$ cat config.mk
export PLATFORM = sky130hd
export DESIGN_NAME = p2pm_norm
export DESIGN_NICKNAME = d
export VERILOG_FILES = /design/src/p2pm_pkg.sv /design/src/p2pm_norm.sv
export SDC_FILE = /design/constraint.sdc
export NUM_CORES = 2
export LEC_CHECK = 0
export CELL_PAD_IN_SITES_DETAIL_PLACEMENT = 0
export CELL_PAD_IN_SITES_GLOBAL_PLACEMENT = 2
export CORE_MARGIN = 2
export CORE_UTILIZATION = 49
export CTS_BUF_LIST = sky130_fd_sc_hd__clkbuf_2
export DETAILED_ROUTE_END_ITERATION = 8
export DONT_BUFFER_PORTS = 1
export PLACE_DENSITY = 0.95
export SLEW_MARGIN = 20
export SYNTH_ARGS = -nofsm -noshare
export SYNTH_HDL_FRONTEND = slang
export SYNTH_SLANG_ARGS = --single-unit
$ cat constraint.sdc
create_clock -name i_clk -period 10.4 [get_ports i_clk]
set_input_delay 0.52 -clock i_clk [delete_from_list [all_inputs] [get_ports i_clk]]
set_output_delay 0.52 -clock i_clk [all_outputs]
set_load 0.01 [all_outputs]
$ cat src/p2pm_pkg.sv
// shared constants and types of the perspective-to-perspective remap pipeline
// no dependencies
package p2pm_pkg;

    localparam int FIX_W   = 20;   // focal, center and output field width
    localparam int CFG_W   = 54;
    localparam int IDX_W   = 3;
    localparam int ROT_W   = 18;   // Q2.16 matrix entry
    localparam int NQ_W    = 24;   // normalized ray, Q4.20
    localparam int PROD_W  = ROT_W + NQ_W;
    localparam int R_W     = 28;   // rotated ray
    localparam int Q_BITS  = 21;   // projection quotient bits before saturation
    localparam int D_W     = 31;   // projection divisor, 16 * z
    localparam int PM_W    = 48;   // magnitude of focal times rotated coordinate
    localparam int BV_W    = 39;   // behind-camera value before center add
    localparam int V_W     = 41;

    localparam logic signed [NQ_W-1:0]  NQ_MAX  = 24'sh7FFFFF;
    localparam logic signed [NQ_W-1:0]  NQ_MIN  = -24'sh800000;
    localparam logic signed [FIX_W-1:0] OUT_MAX = 20'sh7FFFF;
    localparam logic signed [FIX_W-1:0] OUT_MIN = -20'sh80000;

    typedef enum logic [IDX_W-1:0] {
        REG_ROT0    = 3'd0,
        REG_ROT1    = 3'd1,
        REG_ROT2    = 3'd2,
        REG_SRC_FOC = 3'd3,
        REG_SRC_CEN = 3'd4,
        REG_DST_FOC = 3'd5,
        REG_DST_CEN = 3'd6
    } t_reg_idx;

    typedef logic [CFG_W-1:0] t_rot_rows [3];

    localparam logic [CFG_W-1:0] ROT0_RST = 54'h10_0000_0000_0000 >> 0;
    localparam logic [CFG_W-1:0] ROT1_RST = 54'd17179869184;
    localparam logic [CFG_W-1:0] ROT2_RST = 54'd65536;
    localparam logic [39:0]      FOC_RST  = 40'd268435712;

endpackage

$ cat src/p2pm_norm.sv
// source camera normalization: ((pix*16 - c) << 24) / f, restoring divider one bit a stage
// depends on p2pm_pkg
module p2pm_norm import p2pm_pkg::*; #(
    parameter int COORD_BITS = 13
) (
    input  logic                   i_clk,
    input  logic                   i_rst_n,
    input  logic                   i_en,
    input  logic                   i_valid,
    input  logic [COORD_BITS-1:0]  i_col,
    input  logic [COORD_BITS-1:0]  i_row,
    input  logic [39:0]            i_focal,
    input  logic [39:0]            i_center,
    output logic                   o_valid,
    output logic signed [NQ_W-1:0] o_nx,
    output logic signed [NQ_W-1:0] o_ny,
    output logic                   o_sat
);
    localparam int NSTEP = NQ_W;

    logic [FIX_W-1:0] w_f [2];
    logic [FIX_W-1:0] w_c [2];
    logic [FIX_W-1:0] w_pix [2];

    logic             r_vld [0:NSTEP];
    logic [FIX_W-1:0] r_rem [2][0:NSTEP];
    logic [NQ_W-1:0]  r_q   [2][0:NSTEP];
    logic             r_neg [2][0:NSTEP];
    logic             r_ovf [2][0:NSTEP];
    logic             r_zf  [2][0:NSTEP];
    logic             r_nz  [2][0:NSTEP];

    logic [FIX_W-1:0] n_rem [2][1:NSTEP];
    logic [NQ_W-1:0]  n_q   [2][1:NSTEP];
    logic signed [FIX_W:0] n_num [2];
    logic [FIX_W:0]   n_mag [2];

    logic signed [NQ_W-1:0] n_n [2];
    logic                   n_sat;
    logic signed [NQ_W-1:0] r_n [2];
    logic                   r_sat;
    logic                   r_vout;

    assign w_f[0]   = i_focal[39:20];
    assign w_f[1]   = i_focal[19:0];
    assign w_c[0]   = i_center[39:20];
    assign w_c[1]   = i_center[19:0];
    assign w_pix[0] = FIX_W'({i_col, 4'b0});
    assign w_pix[1] = FIX_W'({i_row, 4'b0});

    always_comb begin
        logic [FIX_W:0] t;
        logic           ge;
        n_sat = 1'b0;
        for (int l = 0; l < 2; l++) begin
            n_num[l] = $signed({1'b0, w_pix[l]}) - $signed({1'b0, w_c[l]});
            n_mag[l] = n_num[l][FIX_W] ? (FIX_W+1)'(-n_num[l]) : n_num[l];
            for (int k = 1; k <= NSTEP; k++) begin
                t  = {r_rem[l][k-1], 1'b0};
                ge = (t >= {1'b0, w_f[l]});
                n_rem[l][k] = ge ? FIX_W'(t - {1'b0, w_f[l]}) : FIX_W'(t);
                n_q[l][k]   = {r_q[l][k-1][NQ_W-2:0], ge};
            end
            // final saturation of the quotient to Q4.20
            if (r_zf[l][NSTEP]) begin
                n_sat  = 1'b1;
                n_n[l] = !r_nz[l][NSTEP] ? '0 : (r_neg[l][NSTEP] ? NQ_MIN : NQ_MAX);
            end else if (r_ovf[l][NSTEP]) begin
                n_sat  = 1'b1;
                n_n[l] = r_neg[l][NSTEP] ? NQ_MIN : NQ_MAX;
            end else if (!r_neg[l][NSTEP]) begin
                if (r_q[l][NSTEP][NQ_W-1]) begin
                    n_sat  = 1'b1;
                    n_n[l] = NQ_MAX;
                end else begin
                    n_n[l] = $signed(r_q[l][NSTEP]);
                end
            end else begin
                if (r_q[l][NSTEP] > NQ_W'(24'h800000)) begin
                    n_sat  = 1'b1;
                    n_n[l] = NQ_MIN;
                end else begin
                    n_n[l] = -$signed(r_q[l][NSTEP]);
                end
            end
        end
    end

    always_ff @(posedge i_clk) begin
        if (!i_rst_n) begin
            for (int k = 0; k <= NSTEP; k++) r_vld[k] <= 1'b0;
            r_vout <= 1'b0;
        end else if (i_en) begin
            r_vld[0] <= i_valid;
            for (int k = 1; k <= NSTEP; k++) r_vld[k] <= r_vld[k-1];
            r_vout <= r_vld[NSTEP];
        end
    end

    always_ff @(posedge i_clk) begin
        if (i_en) begin
            for (int l = 0; l < 2; l++) begin
                r_rem[l][0] <= FIX_W'(n_mag[l]);
                r_q[l][0]   <= '0;
                r_neg[l][0] <= n_num[l][FIX_W];
                r_nz[l][0]  <= (n_num[l] != '0);
                r_zf[l][0]  <= (w_f[l] == '0);
                r_ovf[l][0] <= (n_mag[l] >= {1'b0, w_f[l]});
                for (int k = 1; k <= NSTEP; k++) begin
                    r_rem[l][k] <= n_rem[l][k];
                    r_q[l][k]   <= n_q[l][k];
                    r_neg[l][k] <= r_neg[l][k-1];
                    r_nz[l][k]  <= r_nz[l][k-1];
                    r_zf[l][k]  <= r_zf[l][k-1];
                    r_ovf[l][k] <= r_ovf[l][k-1];
                end
                r_n[l] <= n_n[l];
            end
            r_sat <= n_sat;
        end
    end

    assign o_valid = r_vout;
    assign o_nx    = r_n[0];
    assign o_ny    = r_n[1];
    assign o_sat   = r_sat;

endmodule

Word level (Yosys, flattened, before mapping) --
Memory sizes are Yosys's and may differ from the RTL's. A register that Yosys moved wholly into a read port is not among the register bits. Cells that the tools add are included.
Storage, ports and cells: memory bits (writable) 2425, register bits after elaboration 1, logic and storage cells 248, input port bits 110, memories kept 8, output and inout port bits 50
Cells by class: mux-type cells 102, bitwise gates (word level) 25, reduce and logical (&&, ||, !) cells 6, order comparisons 52, $add $sub $neg 54
Memories:
- r_q | depth 2, bits a word 576, rd ports 2, clocked after memory_dff 0, wr ports 2, line p2pm_norm.sv:27 | logic [NQ_W-1:0] r_q [2][0:NSTEP];
- r_rem | depth 2, bits a word 500, rd ports 2, clocked after memory_dff 0, wr ports 2, line p2pm_norm.sv:26 | logic [FIX_W-1:0] r_rem [2][0:NSTEP];
- r_neg | depth 2, bits a word 25, rd ports 2, clocked after memory_dff 0, wr ports 2, line p2pm_norm.sv:28 | logic r_neg [2][0:NSTEP];
- r_nz | depth 2, bits a word 25, rd ports 2, clocked after memory_dff 0, wr ports 2, line p2pm_norm.sv:31 | logic r_nz [2][0:NSTEP];
- r_ovf | depth 2, bits a word 25, rd ports 2, clocked after memory_dff 0, wr ports 2, line p2pm_norm.sv:29 | logic r_ovf [2][0:NSTEP];
- r_zf | depth 2, bits a word 25, rd ports 2, clocked after memory_dff 0, wr ports 2, line p2pm_norm.sv:30 | logic r_zf [2][0:NSTEP];
- +2 memories
Operator list (number):
- 21-bit by 20-bit >= comparator with 1-bit output | 50
- 20-bit 2-to-1 mux | 48
- 20-bit subtractor | 48
- 24-bit 2-to-1 mux | 12
- 24-bit greater-than comparator (second input constant) | 2
- 24-bit negation | 2
- 23-bit 2-to-1 mux | 2
- 21-bit 2-to-1 mux | 2
- 21-bit negation | 2
- 21-bit nonzero test | 2
- 17-bit by 20-bit subtractor with 21-bit output | 2
- 20-bit logical NOT | 2
- 1-bit 2-to-1 mux | 38
- 1-bit OR | 25
- 2-bit OR reduction | 1
- 1-bit logical NOT | 1

Longest topological paths before layout --
An unclocked memory read counts as a cell.
word-level depth 8, gate-level depth with buffers 24, depth with buffers taken out 23

Worst setup path before layout --
No wires, ideal clock.
kind input to register, from input i_center[20], to memory r_ovf[0][24] (netlist bit), data pin, data required time 10.134 ns, slack 5.220 ns, arrival time 4.914 ns, stages 23, path buffers 1, setup time 0.266 ns, cells stage by stage inv_1 -> ha_1 -> nor4bb_1 -> o31a_1 -> nand4_1 -> a31oi_1 -> and4_1 -> a2111oi_0 -> nor4_1 -> clkbuf_1 -> nor2_1 -> xnor2_1 -> ha_1 -> a21o_1 -> a21o_1 -> a21o_1 -> a21o_1 -> a21o_1 -> a21o_1 -> a221oi_1 -> o21ai_0 -> a31oi_1 -> o21ai_1
RTL lines:
- start, declared | line p2pm_norm.sv:13 | input logic [39:0] i_center,
- end, declared | line p2pm_norm.sv:29

==> impl_metrics.yaml <==
logic_synthesis:
  synth_ff_type: "edfxtp_1"
  synth_compound_area_share_pct: 14.66
  synthArstFlopShare_pct: 0
  postSynthCellCount: 10120
  synth_edf_count: 1817
  synthMuxAreaShare_pct: 3.400
  yosysWarnings: 0
  synth_area_per_cell_sq_um: 11.02
  netlist_area_sq_mm: 0.1115
  synth_xor_area_share_pct: 5.900
  synth-simple-area-share_pct: 12.33
  synth.yosys.seq_area_share_pct: 49.27
  syn_nets: 11300
  ys_ff_latch: 1835
  synth_top_family_by_area: "compound AO/OA/AOI/OAI gates"
  synth-adder-area-share_pct: 12.39
  ys_types: 97
critical_path:
  timing.critical_path.mode_cell: "dlygate4sd3_1"
  cp_top_family: "buffers and inverters"
  path_buf_inv: 12
  end_kind: "flip-flop"
  path_class: "input pin to flip-flop"
  slowest_delay_ns: 0.67
  cp-start-kind: "input pin"
  cp.required_ns: 12.00
  cp_max_fo: 14
  cp_slowest_cell: "dlygate4sd3_1"
  cp.arrival_ns: 9.49
timing:
  post-route-period-util_pct: 75.88
  hold_slack_ns: 0.3023
  final.min_clock_period_ns: 7.891
  rsz0062_at_grt: "no"
  timing.fmax_ghz: 0.1267
  finalHoldViolCount: 0
  drv_slew: 0
  fin_tns_setup_ns: 0
  setup_viol: 0
  skew_ns: 0.1629
  worstMarginPinSlew_ns: 1.211
  relSlewSlack_pct: 19.25
global_routing:
  antenna_found_initial: 9
  grt_pass1_vias: 79520
  grtUsageTotal_pct: 23.79
  grt_pass1_wl_um: 436200
  grt_max_degree: 239
  overflow: 0
die:
  coreArea_sq_mm: 0.2268
  die_area_sq_mm: 0.2313
  die_w_um: 481.0
  row_count: 175
  ioPinCount: 160
  start_util_pct: 49.15
  die_y_um: 481.0
power:
  seqPwrFrac_pct: 35.8
  ir_drop_mv: 0.1165
  power_frac_clock_pct: 13.6
  p_comb_share_pct: 50.5
  total_power_mw: 37.01
  p_int_mw: 21.91
  cellLeakagePower_nw: 48.96
  p_sw_mw: 15.10
  pwr_density_cell_mw_per_mm2: 299.3
  swShare_pct: 40.81
cells_and_area:
  design_area_sq_mm: 0.1236
  final_nets: 12040
  drive_gt1_share_pct: 9.246
  syn_to_final_growth_pct: 10.90
  instances_no_fill: 14240
outcome:
  status: "completed"
clock_tree:
  hold_buffers: 348
  clk_pin_slew_ns: 0.11
  cts_made_buffers: 479
  clockBufferDepth: 4
  root_buffer: "clkbuf_2"
  ctsHtreeMaxLevel: 5
  cts.sinks: 1835
  cts_setup_buffers: 0
  cts_tree: "done"
  cts_resized: 0
  clk_latency_ns: 1.84
place:
  numPlacedInstances: 13030
  gp_congestion: 0.8664
  place_hpwl_um: 181300
  port_buffers: 0
  placed_cell_area_sq_mm: 0.1155
detailed_routing:
  wl_per_cell_um: 19.71
  totalWireLength_um: 280800
  drt-initial-drc-count: 6038
  drt-pass1-iter-count: 6
  vias: 81790
  vias_per_cell: 5.743
  ant_nets: 0
  drc: 0
flow_run:
  maxCapViolations: 0
worst_hold_path:
  holdCritPathClass: "flip-flop to flip-flop"
-- final timing paths --
kind / from / endpoint / slack [ns] / cells after the start
max: i_center[31] / r_ovf[0][24]$_DFFE_PP_ / 2.51 / 32
max reg2reg: r_rem[0][270]$_DFFE_PP_ / r_rem[0][240]$_SDFFCE_PP0P_ / 5.53 / 13
min reg2reg: r_q[1][33]$_DFFE_PP_ / r_q[1][10]$_DFFE_PP_ / 0.30 / 0
min: r_q[1][33]$_DFFE_PP_ / r_q[1][10]$_DFFE_PP_ / 0.30 / 0
-- flip-flops by register name (all words and copies together) (netlist names) --
signal	flops
o_sat	1
o_valid	1
r_n	48
r_neg	50
r_nz	50
r_ovf	50
r_q	600
r_rem	960
r_vld	25
r_zf	50
-- cells by family after synthesis --
group,after synthesis
simple gates,2868
compound gates,2649
flops,1835
fa+ha+maj,1076
xor+xnor,751
buf+inv,596
mux,341
-- worst reg2reg max path, delay by kind of cell, from the launching register on --
kind	cells	cell delay, ns
AOI/OAI and AO/OA	4	0.52
adders and majority gates	1	0.38
buffers and inverters	6	3.23
DFF	1	0.40
and+or+nand+nor	2	0.25
-- synth_stat cells, drive strengths merged, types with 46 or more instances --
master  instances  area (sq um)
o21a          105         788.3
or3            99         640.6
a211oi         75         563.0
mux2          301          3390
inv           414          1554
and2           81         506.7
edfxtp       1817         54560
nand2         781          2944
nand3         181         905.9
o21ai         726          3633
nor2b         193          1207
a31oi          73         456.7
xnor2         452          3959
nor2          791          2969
o21bai         58         435.4
o31ai          84         630.6
nor4           57         362.8
fa             46         920.9
clkbuf        154         599.3
a21oi         832          4164
nor3          206          1036
xor2          299          2619
nand2b        132         825.8
a21o          293          2200
or2            65         409.1
ha           1030         12890
a21boi         57         427.9
nand4         148         925.9
-- area by class of cell --
| type | count | area (sq um) |
|---|---|---|
| Antenna cell | 6 | 15.01 |
| Clock buffer | 669 | 3348 |
| Tap cell | 3009 | 3765 |
| Inverter | 414 | 1554 |
| Timing Repair Buffer | 440 | 4574 |
| Fill cell | 19640 | 103200 |
| Multi-Input combinational cell | 7685 | 54400 |
| Sequential cell | 1835 | 54920 |
| Clock inverter | 184 | 1060 |
-- routing by layer --
| metal | up-vias | share of wire (%) | global-route usage (%) |
|---|---|---|---|
| met4 | 0 | 3.1 | 8.376 |
| met3 | 556 | 5.8 | 3.624 |
| met1 | 39090 | 46 | 33.47 |
| li1 | 39800 | - | - |
| met2 | 2343 | 45 | 37.41 |
| met5 | - | 0 | 0 |
-- power groups by stage --
stage | logic, mW | clock network (mW) | registers (mW)
global placement | 17.7 | 0 | 13.4
global route | 20.9 | 5.63 | 13.4
CTS | 18.6 | 5.27 | 13.2
finish | 18.7 | 5.04 | 13.3
floorplan | 14.3 | 0 | 12.5
detailed placement | 18.0 | 0 | 13.4
-- cell usage in the layout, fill, tap and decap left out, types with 58 or more instances in the layout --
master / instances
a211oi_1: 75
a21o_1: 293
a21oi_1: 827
a31oi_1: 73
and2_1: 80
buf_4: 80
clkbuf_2: 669
clkinv_1: 149
dlygate4sd3_1: 338
edfxtp_1: 1817
ha_1: 1030
inv_1: 373
mux2_1: 247
nand2_1: 778
nand2b_1: 132
nand3_1: 181
nand4_1: 148
nor2_1: 779
nor2b_1: 193
nor3_1: 205
o21a_1: 105
o21ai_0: 506
o21ai_1: 211
o21bai_1: 58
o31ai_1: 84
or2_2: 59
or3_1: 94
xnor2_1: 452
xor2_1: 299
-- stage by stage --
| stage | utilization (%) | worst slack [ns] |
|---|---|---|
| final | 54.50 | 2.509 |
| after global routing | 54.50 | 2.204 |
| after CTS | 54.46 | 3.122 |
| after detailed placement | 50.92 | 4.935 |
| after global placement | 50.89 | 4.931 |
| after floorplan | - | 5.220 |
No activity file was read; power rests on OpenSTA's default activity.
